[src/rtl/ps2_set1_scancode_to_ascii_fifo_unit_defines.svh]
// -----------------------------------------------------------------------------
// PS/2 set-1 keyboard unit: assertion macros
// Clocked assertion helpers used by the scancode ring, the RTL file that checks itself.
// -----------------------------------------------------------------------------
`ifndef PS2_SET1_SCANCODE_TO_ASCII_FIFO_UNIT_DEFINES_SVH
`define PS2_SET1_SCANCODE_TO_ASCII_FIFO_UNIT_DEFINES_SVH

// Checked at every rising edge outside reset.
`define PS2S1_ASSERT(label, prop, msg) \
   label: assert property (@(posedge clock) disable iff (reset) (prop)) else $error(msg);

// Checked at every rising edge, reset included.
`define PS2S1_ASSERT_ALWAYS(label, prop, msg) \
   label: assert property (@(posedge clock) (prop)) else $error(msg);

`endif

[src/rtl/ps2s1_pkg.sv]
// -----------------------------------------------------------------------------
// PS/2 set-1 keyboard unit: package
// Item types, status codes, scancode constants and the set-1 key tables.
// -----------------------------------------------------------------------------
`default_nettype none

package ps2s1_pkg;

   localparam int BUFFER_DEPTH_DEFAULT = 32;

   // Opcodes of an input item
   localparam logic OP_SCAN = 1'b0;
   localparam logic OP_READ = 1'b1;

   // Result status codes
   localparam logic [2:0] ST_STORED  = 3'd0;
   localparam logic [2:0] ST_DROPPED = 3'd1;
   localparam logic [2:0] ST_CHAR    = 3'd2;
   localparam logic [2:0] ST_EMPTY   = 3'd3;
   localparam logic [2:0] ST_NOCHAR  = 3'd4;

   // Scancodes with special meaning
   localparam logic [7:0] SC_LSHIFT_MAKE  = 8'h2A;
   localparam logic [7:0] SC_RSHIFT_MAKE  = 8'h36;
   localparam logic [7:0] SC_LSHIFT_BREAK = 8'hAA;
   localparam logic [7:0] SC_RSHIFT_BREAK = 8'hB6;
   localparam logic [7:0] SC_CAPS_MAKE    = 8'h3A;

   typedef struct packed {
      logic       opcode;
      logic [7:0] scan_byte;
   } req_type;

   typedef struct packed {
      logic [2:0] status;
      logic [6:0] character;
   } rsp_type;

   // What the ring did with an item
   typedef enum logic [1:0] {
      KIND_STORED,
      KIND_DROPPED,
      KIND_EMPTY,
      KIND_POPPED
   } kind_type;

   // Item handed from the ring stage to the decode stage
   typedef struct packed {
      logic       valid;
      kind_type   kind;
      logic [7:0] code;
   } stage_type;

   function automatic logic [6:0] plain_char(input logic [6:0] code);
      logic [6:0] ch;
      case (code)
         7'd1:    ch = 7'h1B;
         7'd2:    ch = 7'h31;
         7'd3:    ch = 7'h32;
         7'd4:    ch = 7'h33;
         7'd5:    ch = 7'h34;
         7'd6:    ch = 7'h35;
         7'd7:    ch = 7'h36;
         7'd8:    ch = 7'h37;
         7'd9:    ch = 7'h38;
         7'd10:   ch = 7'h39;
         7'd11:   ch = 7'h30;
         7'd12:   ch = 7'h2D;
         7'd13:   ch = 7'h3D;
         7'd14:   ch = 7'h08;
         7'd15:   ch = 7'h09;
         7'd16:   ch = 7'h71;
         7'd17:   ch = 7'h77;
         7'd18:   ch = 7'h65;
         7'd19:   ch = 7'h72;
         7'd20:   ch = 7'h74;
         7'd21:   ch = 7'h79;
         7'd22:   ch = 7'h75;
         7'd23:   ch = 7'h69;
         7'd24:   ch = 7'h6F;
         7'd25:   ch = 7'h70;
         7'd26:   ch = 7'h5B;
         7'd27:   ch = 7'h5D;
         7'd28:   ch = 7'h0A;
         7'd30:   ch = 7'h61;
         7'd31:   ch = 7'h73;
         7'd32:   ch = 7'h64;
         7'd33:   ch = 7'h66;
         7'd34:   ch = 7'h67;
         7'd35:   ch = 7'h68;
         7'd36:   ch = 7'h6A;
         7'd37:   ch = 7'h6B;
         7'd38:   ch = 7'h6C;
         7'd39:   ch = 7'h3B;
         7'd40:   ch = 7'h27;
         7'd41:   ch = 7'h60;
         7'd44:   ch = 7'h7A;
         7'd45:   ch = 7'h78;
         7'd46:   ch = 7'h63;
         7'd47:   ch = 7'h76;
         7'd48:   ch = 7'h62;
         7'd49:   ch = 7'h6E;
         7'd50:   ch = 7'h6D;
         7'd51:   ch = 7'h2C;
         7'd52:   ch = 7'h2E;
         7'd53:   ch = 7'h2F;
         7'd57:   ch = 7'h20;
         default: ch = 7'h00;
      endcase
      return ch;
   endfunction

   function automatic logic [6:0] shifted_char(input logic [6:0] code);
      logic [6:0] ch;
      case (code)
         7'd2:    ch = 7'h21;
         7'd3:    ch = 7'h40;
         7'd4:    ch = 7'h23;
         7'd5:    ch = 7'h24;
         7'd6:    ch = 7'h25;
         7'd7:    ch = 7'h5E;
         7'd8:    ch = 7'h26;
         7'd9:    ch = 7'h2A;
         7'd10:   ch = 7'h28;
         7'd11:   ch = 7'h29;
         7'd12:   ch = 7'h5F;
         7'd13:   ch = 7'h2B;
         7'd16:   ch = 7'h51;
         7'd17:   ch = 7'h57;
         7'd18:   ch = 7'h45;
         7'd19:   ch = 7'h52;
         7'd20:   ch = 7'h54;
         7'd21:   ch = 7'h59;
         7'd22:   ch = 7'h55;
         7'd23:   ch = 7'h49;
         7'd24:   ch = 7'h4F;
         7'd25:   ch = 7'h50;
         7'd26:   ch = 7'h7B;
         7'd27:   ch = 7'h7D;
         7'd30:   ch = 7'h41;
         7'd31:   ch = 7'h53;
         7'd32:   ch = 7'h44;
         7'd33:   ch = 7'h46;
         7'd34:   ch = 7'h47;
         7'd35:   ch = 7'h48;
         7'd36:   ch = 7'h4A;
         7'd37:   ch = 7'h4B;
         7'd38:   ch = 7'h4C;
         7'd39:   ch = 7'h3A;
         7'd40:   ch = 7'h22;
         7'd41:   ch = 7'h7E;
         7'd44:   ch = 7'h5A;
         7'd45:   ch = 7'h58;
         7'd46:   ch = 7'h43;
         7'd47:   ch = 7'h56;
         7'd48:   ch = 7'h42;
         7'd49:   ch = 7'h4E;
         7'd50:   ch = 7'h4D;
         7'd51:   ch = 7'h3C;
         7'd52:   ch = 7'h3E;
         7'd53:   ch = 7'h3F;
         7'd57:   ch = 7'h20;
         default: ch = 7'h00;
      endcase
      return ch;
   endfunction

endpackage

`default_nettype wire

[src/rtl/ps2s1_ring.sv]
// -----------------------------------------------------------------------------
// PS/2 set-1 keyboard unit: scancode ring
// Takes input items, pushes scancodes into the ring memory or pops the oldest
// one, and registers the outcome for the decode stage.
// -----------------------------------------------------------------------------
`default_nettype none
`include "ps2_set1_scancode_to_ascii_fifo_unit_defines.svh"

module ps2s1_ring #(
   parameter int BUFFER_DEPTH = ps2s1_pkg::BUFFER_DEPTH_DEFAULT
) (
   input  wire                 clock,
   input  wire                 reset,
   input  wire                 req_valid,
   output logic                req_stall,
   input  ps2s1_pkg::req_type  req_data,
   input  wire                 stage_advance,
   output ps2s1_pkg::stage_type stage
);

   localparam int PTR_W = (BUFFER_DEPTH > 1) ? $clog2(BUFFER_DEPTH) : 1;
   localparam logic [PTR_W-1:0] PTR_LAST = PTR_W'(BUFFER_DEPTH - 1);

   logic [7:0]       mem [BUFFER_DEPTH];
   logic [PTR_W-1:0] wp_ff, wp_in;
   logic [PTR_W-1:0] rp_ff, rp_in;
   logic [PTR_W-1:0] wp_next, rp_next;
   logic             stage_valid_ff, stage_valid_in;
   ps2s1_pkg::kind_type kind_ff, kind_in;
   logic [7:0]       code_ff;
   logic             accept, full, empty, do_push, do_pop;

   assign wp_next = (wp_ff == PTR_LAST) ? '0 : wp_ff + 1'b1;
   assign rp_next = (rp_ff == PTR_LAST) ? '0 : rp_ff + 1'b1;
   assign full    = (wp_next == rp_ff);
   assign empty   = (wp_ff == rp_ff);

   assign req_stall = stage_valid_ff && !stage_advance;
   assign accept    = req_valid && !req_stall;
   assign do_push   = accept && (req_data.opcode == ps2s1_pkg::OP_SCAN) && !full;
   assign do_pop    = accept && (req_data.opcode == ps2s1_pkg::OP_READ) && !empty;

   always_comb begin
      wp_in = do_push ? wp_next : wp_ff;
      rp_in = do_pop  ? rp_next : rp_ff;
      if (accept) begin
         stage_valid_in = 1'b1;
      end else if (stage_advance) begin
         stage_valid_in = 1'b0;
      end else begin
         stage_valid_in = stage_valid_ff;
      end
      if (req_data.opcode == ps2s1_pkg::OP_SCAN) begin
         kind_in = full ? ps2s1_pkg::KIND_DROPPED : ps2s1_pkg::KIND_STORED;
      end else begin
         kind_in = empty ? ps2s1_pkg::KIND_EMPTY : ps2s1_pkg::KIND_POPPED;
      end
   end

   always_ff @(posedge clock) begin
      if (reset) begin
         wp_ff          <= '0;
         rp_ff          <= '0;
         stage_valid_ff <= 1'b0;
      end else begin
         wp_ff          <= wp_in;
         rp_ff          <= rp_in;
         stage_valid_ff <= stage_valid_in;
      end
   end

   // Hold kind while the stage is stalled
   always_ff @(posedge clock) begin
      if (accept) begin
         kind_ff <= kind_in;
      end
   end

   always_ff @(posedge clock) begin
      if (do_push) begin
         mem[wp_ff] <= req_data.scan_byte;
      end
   end

   always_ff @(posedge clock) begin
      if (do_pop) begin
         code_ff <= mem[rp_ff];
      end
   end

   assign stage.valid = stage_valid_ff;
   assign stage.kind  = kind_ff;
   assign stage.code  = code_ff;

   `PS2S1_ASSERT(a_wp_range, wp_ff <= PTR_LAST, "write pointer out of range")
   `PS2S1_ASSERT(a_rp_range, rp_ff <= PTR_LAST, "read pointer out of range")
   `PS2S1_ASSERT(a_full_holds, (accept && full && req_data.opcode == ps2s1_pkg::OP_SCAN) |=> (wp_ff == $past(wp_ff)), "push into full ring moved write pointer")
   `PS2S1_ASSERT(a_empty_holds, (accept && empty && req_data.opcode == ps2s1_pkg::OP_READ) |=> (rp_ff == $past(rp_ff)), "pop from empty ring moved read pointer")

endmodule

`default_nettype wire

[src/rtl/ps2s1_decode.sv]
// -----------------------------------------------------------------------------
// PS/2 set-1 keyboard unit: decoder
// Tracks shift and caps lock, maps popped make codes to ASCII and holds the
// result item in the output register.
// -----------------------------------------------------------------------------
`default_nettype none

module ps2s1_decode (
   input  wire                  clock,
   input  wire                  reset,
   input  ps2s1_pkg::stage_type stage,
   output logic                 stage_advance,
   output logic                 rsp_valid,
   input  wire                  rsp_stall,
   output ps2s1_pkg::rsp_type   rsp_data
);

   logic               rsp_valid_ff, rsp_valid_in;
   ps2s1_pkg::rsp_type rsp_ff, rsp_in;
   logic               shift_ff, shift_in;
   logic               caps_ff, caps_in;
   logic               load;
   logic [6:0]         ch;

   assign stage_advance = !rsp_valid_ff || !rsp_stall;
   assign load          = stage.valid && stage_advance;

   always_comb begin
      ch = shift_ff ? ps2s1_pkg::shifted_char(stage.code[6:0])
                    : ps2s1_pkg::plain_char(stage.code[6:0]);
      // Caps flips letters only
      if (caps_ff && ((ch inside {[7'h61:7'h7A]}) || (ch inside {[7'h41:7'h5A]}))) begin
         ch = ch ^ 7'h20;
      end
   end

   always_comb begin
      shift_in         = shift_ff;
      caps_in          = caps_ff;
      rsp_in.status    = ps2s1_pkg::ST_NOCHAR;
      rsp_in.character = 7'h00;
      case (stage.kind)
         ps2s1_pkg::KIND_STORED:  rsp_in.status = ps2s1_pkg::ST_STORED;
         ps2s1_pkg::KIND_DROPPED: rsp_in.status = ps2s1_pkg::ST_DROPPED;
         ps2s1_pkg::KIND_EMPTY:   rsp_in.status = ps2s1_pkg::ST_EMPTY;
         ps2s1_pkg::KIND_POPPED: begin
            if (stage.code inside {ps2s1_pkg::SC_LSHIFT_MAKE, ps2s1_pkg::SC_RSHIFT_MAKE}) begin
               shift_in = 1'b1;
            end else if (stage.code inside {ps2s1_pkg::SC_LSHIFT_BREAK,
                                            ps2s1_pkg::SC_RSHIFT_BREAK}) begin
               shift_in = 1'b0;
            end else if (stage.code == ps2s1_pkg::SC_CAPS_MAKE) begin
               caps_in = !caps_ff;
            end else if (!stage.code[7] && (ch != 7'h00)) begin
               rsp_in.status    = ps2s1_pkg::ST_CHAR;
               rsp_in.character = ch;
            end
         end
         default: rsp_in.status = ps2s1_pkg::ST_NOCHAR;
      endcase
      if (load) begin
         rsp_valid_in = 1'b1;
      end else if (!rsp_stall) begin
         rsp_valid_in = 1'b0;
      end else begin
         rsp_valid_in = rsp_valid_ff;
      end
   end

   always_ff @(posedge clock) begin
      if (reset) begin
         rsp_valid_ff <= 1'b0;
         shift_ff     <= 1'b0;
         caps_ff      <= 1'b0;
      end else begin
         rsp_valid_ff <= rsp_valid_in;
         if (load) begin
            shift_ff <= shift_in;
            caps_ff  <= caps_in;
         end
      end
   end

   always_ff @(posedge clock) begin
      if (load) begin
         rsp_ff <= rsp_in;
      end
   end

   assign rsp_valid = rsp_valid_ff;
   assign rsp_data  = rsp_ff;

endmodule

`default_nettype wire

[src/rtl/ps2_set1_scancode_to_ascii_fifo_unit.sv]
// Path: an accepted input item is registered in the ring stage, then its result item
// is registered in the result register, where it becomes valid.
// Throughput: one item per cycle while no stall holds the stages, set by the ring
// and decode stages, one item each; ring memory has one write and one read port.
// Reset clears the ring pointers, shift and caps flags and both valid bits;
// the ring memory itself is not cleared.
// -----------------------------------------------------------------------------
// PS/2 set-1 keyboard unit: top level
// Buffers raw set-1 scancodes in a ring and decodes them to ASCII on request.
// -----------------------------------------------------------------------------
`default_nettype none

module ps2_set1_scancode_to_ascii_fifo_unit #(
   parameter int BUFFER_DEPTH = ps2s1_pkg::BUFFER_DEPTH_DEFAULT
) (
   input  wire                clock,
   input  wire                reset,
   input  wire                req_valid,
   output logic               req_stall,
   input  ps2s1_pkg::req_type req_data,
   output logic               rsp_valid,
   input  wire                rsp_stall,
   output ps2s1_pkg::rsp_type rsp_data
);

   ps2s1_pkg::stage_type stage;
   logic                 stage_advance;

   ps2s1_ring #(
      .BUFFER_DEPTH(BUFFER_DEPTH)
   ) u_ring (
      .clock         (clock),
      .reset         (reset),
      .req_valid     (req_valid),
      .req_stall     (req_stall),
      .req_data      (req_data),
      .stage_advance (stage_advance),
      .stage         (stage)
   );

   ps2s1_decode u_decode (
      .clock         (clock),
      .reset         (reset),
      .stage         (stage),
      .stage_advance (stage_advance),
      .rsp_valid     (rsp_valid),
      .rsp_stall     (rsp_stall),
      .rsp_data      (rsp_data)
   );

endmodule

`default_nettype wire

[config.mk]
export PLATFORM = sky130hd
export DESIGN_NAME = ps2_set1_scancode_to_ascii_fifo_unit
export DESIGN_NICKNAME = d
export VERILOG_FILES = /design/src/rtl/ps2s1_pkg.sv /design/src/rtl/ps2s1_ring.sv /design/src/rtl/ps2s1_decode.sv /design/src/rtl/ps2_set1_scancode_to_ascii_fifo_unit.sv
export VERILOG_INCLUDE_DIRS = /design/src /design/src/rtl
export SDC_FILE = /design/constraint.sdc
export NUM_CORES = 1
export LEC_CHECK = 0
export BUFFER_PORTS_ARGS = -buffer_cell sky130_fd_sc_hd__clkbuf_2
export CORE_MARGIN = 4
export CORE_UTILIZATION = 60
export DETAILED_ROUTE_END_ITERATION = 10
export GPL_ROUTABILITY_DRIVEN = 1
export MAX_ROUTING_LAYER = met4
export PLACE_DENSITY = 0.87
export SKIP_LAST_GASP = 1
export SLEW_MARGIN = 20
export SYNTH_ARGS = -nofsm -noshare
export SYNTH_HDL_FRONTEND = slang
export SYNTH_SLANG_ARGS = --single-unit
[constraint.sdc]
create_clock -name clock -period 5.89 [get_ports clock]
set_input_delay 1.178 -clock clock [delete_from_list [all_inputs] [get_ports clock]]
set_output_delay 1.178 -clock clock [all_outputs]
set_load 0.01 [all_outputs]
==> Word level (Yosys, flattened, before mapping) <==
Memory sizes are Yosys's and may differ from the RTL's. A register that Yosys moved wholly into a read port is not among the register bits.
Index checks and enable logic that the tools add are counted.
{ "word_totals": {"reg_bits": 26, "ram_bits": 256, "romBits": 896, "output_inout_bits": 12, "elab_cells": 89, "mem_count": 3} }
{ "classes": {"addsub": 2, "n_lt_le_gt_ge": 4, "n_eq_ne": 13, "muxes": 22, "n_bitwise": 6, "n_reduce_logical": 30} }
{ "memory_table": {"columns": ["name", "depth", "width", "read_ports", "rd_ports_with_merged_regs", "wr", "line", "source"], "rows": [
  ["(name not given)", 64, 7, 1, 0, 0, "ps2s1_pkg.sv:115", "case (code)"],
  ["(name not given)", 64, 7, 1, 0, 0, "ps2s1_pkg.sv:56", "case (code)"],
  ["u_ring.mem", 32, 8, 1, 1, 1, "ps2s1_ring.sv:24", "logic [7:0] mem [BUFFER_DEPTH];"]
]} }
{ "op_table": {"columns": ["cell", "count"], "rows": [
  ["10-bit 2-to-1 mux", 4],
  ["8-bit by 6-bit equality test with 1-bit output, second input constant", 3],
  ["7-bit 2-to-1 mux", 3],
  ["8-bit equality test, second input constant", 2],
  ["7-bit >= comparator, second input constant", 2],
  ["7-bit less-or-equal comparator, second input constant", 2],
  ["3-bit case mux with 4 select lines", 1],
  ["1-bit logical AND", 11],
  ["5-bit by 1-bit adder with 5-bit output, second input constant", 2],
  ["5-bit equality test", 2],
  ["5-bit equality test, second input constant", 2],
  ["1-bit 2-to-1 mux", 10],
  ["5-bit 2-to-1 mux", 2],
  ["1-bit zero test", 8],
  ["2-bit nonzero test", 4],
  ["7-bit nonzero test", 1],
  ["6-bit 2-to-1 mux", 1],
  ["1-bit inverter", 6],
  ["5-bit AND reduction", 1],
  ["5-bit OR reduction", 1],
  ["2-bit equality test, second input constant", 2],
  ["3-bit AND reduction", 1],
  ["2-bit by 1-bit equality test with 1-bit output, second input constant", 1],
  ["2-bit zero test", 1],
  ["other kinds (3)", 4]
]} }

==> Depth between registers and ports, before layout <==
Gate-level depths: netlist of the first run.
An unclocked memory read counts as a cell.
{ "depth": {"depth_word": 15, "mapped_depth": 12} }

==> Cells and area by module <==
From an unflattened synthesis of the first run, not the netlist that was laid out.
{ "unflattened": {"hier_cells": 749, "hier_area_um2": 12814.8} }
{ "modules_own_cells": {"columns": ["module", "instances", "cells_per_inst", "area_per_inst_um2", "seq_area_each_um2"], "rows": [
  ["ps2s1_ring", 1, 521, 11003.1, 8207.9],
  ["ps2s1_decode", 1, 228, 1811.7, 360.3]
]} }

==> Least setup slack after synthesis of the first run <==
No wires, ideal clock.
{ "synth_timing": {"path_type": "register to register", "from": "register u_ring.code_ff[1], read port of u_ring.mem", "to": "register u_decode.rsp_ff, in the netlist u_decode.rsp_data[8] (data pin)", "setup_time_ps": 255, "t_arrival_ps": 2960, "required_time_ps": 5635, "slack_ps": 2675, "stages_incl_launch_ff": 11, "path_buffers": 1, "path_cell_list": "edfxtp_1 clkbuf_1 inv_1 ha_1 a21o_1 mux4_2 o22a_1 nor4b_2 o2111ai_1 or3_1 a31o_1"} }
{ "synth_lines": {"columns": ["item", "line", "source"], "rows": [
  ["from (decl)", "ps2s1_ring.sv:30", "logic [7:0] code_ff;"],
  ["to (signal assigned)", "ps2s1_decode.sv:86", "rsp_ff <= rsp_in;"],
  ["to (decl)", "ps2s1_decode.sv:19", "ps2s1_pkg::rsp_type rsp_ff, rsp_in;"]
]} }

==> Worst setup path in the final report of the first run <==
{ "layout_timing": {"from": "register u_ring.wp_ff[0]", "to": "memory u_ring.mem[13][1] (enable)"} }
{ "layout_via": {"elab_chain_len": 7, "word_cells_on_any_way": 8, "cone_classes": "add/sub: 1; eq/ne: 2; mux: 3; reduce/logical: 2"} }
{ "layout_lines": {"columns": ["item", "line", "source"], "rows": [
  ["from (decl)", "ps2s1_ring.sv:25", "logic [PTR_W-1:0] wp_ff, wp_in;"],
  ["from (signal assigned)", "ps2s1_ring.sv:66", "wp_ff <= wp_in;"],
  ["5-bit by 1-bit adder with 5-bit output or 5-bit equality test (tied branches)", "ps2s1_ring.sv:33", "assign wp_next = (wp_ff == PTR_LAST) ? '0 : wp_ff + 1'b1;"],
  ["5-bit 2-to-1 mux", "ps2s1_ring.sv:33", null],
  ["5-bit equality test", "ps2s1_ring.sv:35", "assign full = (wp_next == rp_ff);"],
  ["1-bit zero test", "ps2s1_ring.sv:40", "assign do_push = accept && (req_data.opcode == ps2s1_pkg::OP_SCAN) && !full;"],
  ["1-bit logical AND", "ps2s1_ring.sv:40", null],
  ["1-bit 2-to-1 mux", "ps2s1_ring.sv:80", "if (do_push) begin"],
  ["1-bit 2-to-1 mux (implied by the code)", "ps2s1_ring.sv:81", "mem[wp_ff] <= req_data.scan_byte;"],
  ["to (decl)", "ps2s1_ring.sv:24", null]
]} }
Several ways; a longest one is shown, not always the timed one.

==> impl_metrics.tcl, run 1 <==
set metrics [dict create \
    status "complete, no violations" \
    htreeDepth 1 \
    totalWireLength_um 31400 \
    hp-class "reg2reg" \
    yosys_warnings 0 \
    grt_pass1_wl_um 47100 \
    max-vdd-ir-drop_mv 0.245 \
    fmax_mhz 234 \
    path_clk_slew_ns 0.06 \
    initial_core_util_pct 61.7 \
    fin_area_mm2 0.0139 \
    p_leak_nw 4.38 \
    antennaDiodeCount 0 \
    core_region_area_mm2 0.0204 \
    skew_ns 0.0203 \
    die_x_um 153 \
    yosysMostFrequentCell "edfxtp_1" \
    grt-ovfl-total 0 \
    post-cts-setup-buffers 0 \
    rows 52 \
    cts_max_path_buffers 3 \
    hpwlAfterDp_um 18800 \
    synth_area_leaders "edfxtp_1 (66%), mux4_2 (14%), dfxtp_1 (2.2%)" \
    slew_headroom_pct 28.8 \
    worstPathRequired_ns 6.07 \
    finalPower_mw 4.31 \
    chipHeight_um 153 \
    yosysSeqAreaShare_pct 67.9 \
    cts_tree "built" \
    clock_latency_ns 0.56 \
    area_growth_pct 9.98 \
    tightest_slew_ns 1.07 \
    cap_violations 0 \
    rsz0062_at_grt "no" \
    synthTopCellsByCount "edfxtp_1 (276), mux4_2 (81), nor2_1 (64), nand2_1 (28), a21oi_1 (25)" \
    clock-sinks 290 \
    synth_seq_cells 290 \
    grt_pass1_vias 7209 \
    finalSetupViolations 0 \
    hold_buffers 0 \
    ys_types 59 \
    cts_buffers 29 \
    dieArea_mm2 0.0234 \
    root_buffer "clkbuf_16" \
    numPortBuffers 24 \
    antenna_left 0 \
    drv_slew 0 \
    hold_violations 0 \
    period_share_pct 72.7 \
    ys.flop_type "edfxtp_1" \
    path_max_fanout 11 \
    nets 790 \
    layout-drive-gt1-share_pct 22.0 \
    startpoint_type "register" \
    mappedNetlistNets 773 \
    fin_setup_tns_ns 0 \
    end_kind "register" \
    placed_area_mm2 0.0129 \
    syn_area_per_cell_um2 17.1 \
    synth_top_area_share_pct 65.7 \
    antenna_found_initial 0 \
    cts-resized-gates 0 \
    first_pass_iters 5 \
    p_per_area_mw_per_mm2 311 \
    drtIter0Drc 999 \
    drcViolationCount 0 \
    grtUsageTotal_pct 27.7 \
    yosys.area.top_type "edfxtp_1" \
    viasPerCell 7.01 \
    place_congestion 0.934 \
    min_period_ns 4.28 \
    fin_util_pct 67.9 \
    worstPathArrival_ns 4.46 \
    worstSetupPathType "reg2reg" \
    num-fill-cells 1270 \
    routedWlPerCell_um 30.0 \
    synth_edf_count 276 \
    vias 7339 \
    syn_inst 739 \
    grt_start_max_net_pins 71 \
    syn_area_mm2 0.0126 \
    ioPinCount 25 \
    ys_async_sr_fraction_pct 0 \
]
==> worst paths after layout <==
kind | start | to | slack [ns] | cells after the start
worst max-delay path | u_ring.wp_ff[0] | u_ring.mem[13][1] | 1.61 | 10
worst min-delay path | u_ring.stage_valid_ff | u_decode.rsp_valid | 0.51 | 2
worst max register to register | u_ring.wp_ff[0] | u_ring.mem[13][1] | 1.61 | 10
worst min register to register | u_ring.stage_valid_ff | u_decode.rsp_valid | 0.51 | 2
==> cells in the final DEF (no fill, tap or decap), types with 7 or more instances in the layout <==
cell type,synthesis,routed
edfxtp_1,276,276
mux4_2,81,81
nor2_1,64,64
clkbuf_16,0,29
nand2_1,28,28
a21oi_1,25,25
clkbuf_2,0,24
ha_1,21,21
o21ai_0,12,12
dfxtp_1,14,12
o211ai_1,11,11
inv_1,11,11
nor2b_1,11,11
nand3_1,10,10
mux2_2,9,9
nor3_1,9,9
xnor2_1,9,9
a31oi_1,8,8
nand2b_1,8,8
and3_1,7,7
clkinv_1,0,7
==> state kept, by name, summed over array words and instances, names as in the netlist <==
| register | count |
|---|---|
| u_ring.kind_ff | 2 |
| u_decode.rsp_valid | 1 |
| u_decode.caps_ff | 1 |
| u_decode.shift_ff | 1 |
| u_ring.code_ff | 8 |
| u_ring.rp_ff | 5 |
| u_ring.mem | 256 |
| u_decode.rsp_data | 10 |
| u_ring.stage_valid_ff | 1 |
| u_ring.wp_ff | 5 |
==> power breakdown <==
part / switching [mW] / total, mW / leakage [nW] / internal [mW]
logic: 0.125 / 0.203 / 1.33 / 0.0777
registers: 0.0195 / 2.29 / 2.61 / 2.27
clock network: 0.777 / 1.81 / 0.445 / 1.03
==> cell type report <==
class                      count  area (µm²)  share of cell area, %
clock buffer                  32         737                   5.31
clock inverter                20         191                   1.38
inverter                      14        52.6                  0.379
multi-input combinational    391        3810                   27.5
sequential                   290        8570                   61.8
tap                          270         338                   2.44
timing repair buffer          30         165                   1.19
==> metal layers <==
metal | up-vias | global-route usage (%) | part of all wire, %
li1 | 2999 | - | -
met1 | 3679 | 37.6 | 36
met2 | 571 | 44.0 | 50
met3 | 90 | 4.61 | 11
met4 | 0 | 8.74 | 3.5
met5 | - | - | 0
==> critical path, stage by stage, from the launching register on <==
cell      delay, ns
dfxtp_1        0.49
ha_1           0.29
and3_1         0.18
ha_1           0.27
nand2b_1       0.15
mux2i_1        0.09
a21oi_1        0.17
o22ai_1        0.10
a41oi_1        0.74
nand2_1        0.64
nor2_1         0.77
==> cell families after synthesis <==
logic type / share of synthesized area [%]
and+or+nand+nor: 6.50
adders and majority gates: 2.08
xor gates and xnor gates: 0.903
AOI/OAI and AO/OA: 5.01
buffers and inverters: 1.83
DFF: 67.9
muxes: 15.7
==> per-stage QoR <==
stage	cells	hold slack, ns	worst slack, ns
after global placement	995	0.474	1.93
after floorplan	739	0.453	2.68
after detailed placement	995	0.509	1.70
final	1047	0.510	1.61
after CTS	1047	0.512	1.68
after global routing	1047	0.544	1.35
(Power assumes the default switching activity.)
==> run 2, diff against run 1 <==
--- a/config.mk
+++ b/config.mk
@@ -6,13 +6,14 @@
 export SDC_FILE = /design/constraint.sdc
 export NUM_CORES = 1
 export LEC_CHECK = 0
+export ABC_AREA = 1
 export BUFFER_PORTS_ARGS = -buffer_cell sky130_fd_sc_hd__clkbuf_2
 export CORE_MARGIN = 4
-export CORE_UTILIZATION = 60
+export CORE_UTILIZATION = 57
 export DETAILED_ROUTE_END_ITERATION = 10
 export GPL_ROUTABILITY_DRIVEN = 1
 export MAX_ROUTING_LAYER = met4
-export PLACE_DENSITY = 0.87
+export PLACE_DENSITY = 0.86
 export SKIP_LAST_GASP = 1
 export SLEW_MARGIN = 20
 export SYNTH_ARGS = -nofsm -noshare
==> constraint.sdc (replaced) <==
create_clock -name clock -period 3.7 [get_ports clock]
set_input_delay 0.74 -clock clock [delete_from_list [all_inputs] [get_ports clock]]
set_output_delay 0.74 -clock clock [all_outputs]
set_load 0.01 [all_outputs]
==> impl_metrics.tcl, run 2 <==
set metrics [dict create \
    antenna_found_initial 0 \
    grt_start_max_net_pins 132 \
    fin_util_pct 63.8 \
    whs_path_depth 2 \
    rsz0062_at_grt "yes" \
    period_share_pct 95.7 \
    yosysMostFrequentCell "edfxtp_1" \
    fin_setup_tns_ns 0 \
    area_growth_pct 9.01 \
    finalSetupViolations 0 \
    syn_inst 1176 \
    yosysSeqAreaShare_pct 66.5 \
    initial_core_util_pct 58.5 \
    ys_async_sr_fraction_pct 0 \
    ys_types 38 \
    numPortBuffers 24 \
    routedWlPerCell_um 22.0 \
    critical_path.top_delay_family "simple AND/OR/NAND/NOR gates" \
    yosys.area.top_type "edfxtp_1" \
    htreeDepth 1 \
    max-vdd-ir-drop_mv 0.337 \
    layout-drive-gt1-share_pct 8.49 \
    grt_pass1_vias 9255 \
    crit_buf_inv 1 \
    hpwlAfterDp_um 19800 \
    path_max_fanout 9 \
    layout_common_cells "edfxtp_1 (276), nor2_1 (208), o21ai_0 (162)" \
    placed_area_mm2 0.0132 \
    nets 1218 \
    grt_pass1_wl_um 50900 \
    place_congestion 0.956 \
    viasPerCell 6.49 \
    dieArea_mm2 0.0251 \
    status "complete, no violations" \
    path_cells "ha_1, nand2_1, nor2_1, ha_1, nor2_1, inv_1, nor2_1, o21ai_0, nor4_1, nor2_2, nand2_1, nor2_1" \
    totalWireLength_um 32600 \
    mappedNetlistNets 1210 \
    r2r_slack_ns 0.16 \
    hp-start "reset" \
    synth_area_leaders "edfxtp_1 (64%), o21ai_0 (6.3%), nor2_1 (6.1%)" \
    slew_headroom_pct 28.3 \
    worstPathRequired_ns 3.87 \
    drcViolationCount 0 \
    core_region_area_mm2 0.0220 \
    ys.flop_type "edfxtp_1" \
    regMostFlops "u_ring.mem" \
    hold_buffers 0 \
    fin_area_mm2 0.0141 \
    dp_cells 1433 \
    largest_reg_flops 256 \
    timing.rr.end "u_ring.mem[17][1]" \
    grtUsageTotal_pct 27.1 \
    regArea_mm2 0.00857 \
    cp_slowest_stage_delay_ns 0.69 \
    synthTopCellsByCount "edfxtp_1 (276), nor2_1 (210), o21ai_0 (162), nand2_1 (155), nand3_1 (56)" \
    end_kind "register" \
    drtIter0Drc 1667 \
    startpoint_type "register" \
    hold_path_end "u_decode.rsp_valid" \
    worstSetupPathType "reg2reg" \
    finalPower_mw 7.28 \
    p_per_area_mw_per_mm2 518 \
    multi_input_area_mm2 0.00378 \
    synth_top_area_share_pct 64.3 \
    clock-sinks 290 \
    synth_edf_count 276 \
    skew_ns 0.0172 \
    rows 54 \
    yosys_warnings 0 \
    p_leak_nw 4.91 \
    worstPathArrival_ns 3.71 \
    cap_violations 0 \
    r2r-start "u_ring.wp_ff[0]" \
    syn_area_per_cell_um2 11.0 \
    path_clk_slew_ns 0.06 \
    hold_violations 0 \
    synth_seq_cells 290 \
    min_period_ns 3.54 \
    cts_max_path_buffers 3 \
    hp-class "in2reg" \
    final_cells 1481 \
    vias 9610 \
    cts_buffers 29 \
    cts_tree "built" \
    drv_slew 0 \
    tightest_slew_ns 1.07 \
    ioPinCount 25 \
    root_buffer "clkbuf_16" \
    antenna_left 0 \
    path_common_cell "nor2_1" \
    die_x_um 158 \
    layout_commonest_cell "edfxtp_1" \
    antennaDiodeCount 0 \
    num-fill-cells 1578 \
    crit_path_top_delay_cell "nor2_1" \
    grt-ovfl-total 0 \
    first_pass_iters 6 \
    syn_area_mm2 0.0129 \
    clock_latency_ns 0.55 \
    chipHeight_um 158 \
    fmax_mhz 282 \
    r2r_cells 12 \
]
-- run 2: cell types whose count changed after synthesis, moves of 8 or more --
| cell | delta |
|---|---|
| clkbuf_1 | +27 |
| o221ai_1 | +23 |
| nand2b_1 | -8 |
| inv_1 | +44 |
| buf_1 | -11 |
| mux4_2 | -81 |
| mux2_2 | -9 |
| nor2_1 | +146 |
| nand4_1 | +13 |
| o21ai_0 | +150 |
| nor2b_1 | -11 |
| nand3_1 | +46 |
| nand2_1 | +127 |
| o22ai_1 | +41 |
-- run 2: cell type report --
type	instances	area share (%)
sequential	290	61.0
clock buffer	34	5.30
tap	280	2.49
timing repair buffer	44	1.95
inverter	60	1.61
clock inverter	14	0.721
multi-input combinational	759	26.9
-- run 2: power by group --
part / internal [mW] / total (mW) / switching, mW
sequential: 3.65 / 3.71 / 0.0591
clock: 1.49 / 2.65 / 1.16
combinational: 0.249 / 0.917 / 0.668
-- run 2: worst max-delay path by stage --
stage	start	end	slack (ns)	cells after the start
finish	u_ring.wp_ff[0]	u_ring.mem[17][1]	0.16	12
CTS	u_ring.wp_ff[0]	u_ring.mem[5][0]	0.34	12
global route	u_ring.wp_ff[0]	u_ring.mem[17][1]	-0.03	12
floorplan	u_ring.wp_ff[0]	u_ring.mem[0][0]	1.13	10
detailed placement	u_ring.wp_ff[0]	u_ring.mem[5][2]	0.44	12
global placement	u_ring.wp_ff[0]	u_ring.mem[11][3]	0.57	10
-- run 2: kinds of logic (layout without fill, tap and decap cells) --
logic type	Yosys count	in the layout	share of synthesized area [%]
simple gates	462	462	14.9
flops	290	290	66.5
buf+inv	127	152	4.23
xor+xnor	6	6	0.408
compound gates	270	270	11.9
fa+ha+maj	21	21	2.04
-- run 2: per-stage QoR --
stage	hold WS [ns]	setup WS, ns
4_1_cts	0.406	0.337
3_5_place_dp	0.490	0.440
6_report	0.415	0.160
3_3_place_gp	0.462	0.574
5_1_grt	0.422	-0.0336
2_1_floorplan	0.445	1.13
-- run 2: per-layer routing --
metal  share of wire, %  vias up  global-route usage (%)
li1                   -     4227                       -
met1                 37     4466                    35.8
met2                 47      788                    42.2
met3                 12      129                    5.16
met4                4.1        0                    10.1
met5                  0        -                       -
-- run 2: timing repair --
action                     CTS  global route
setup buffers                0             0
gates resized for setup      0             2
setup endpoints to repair    0            32
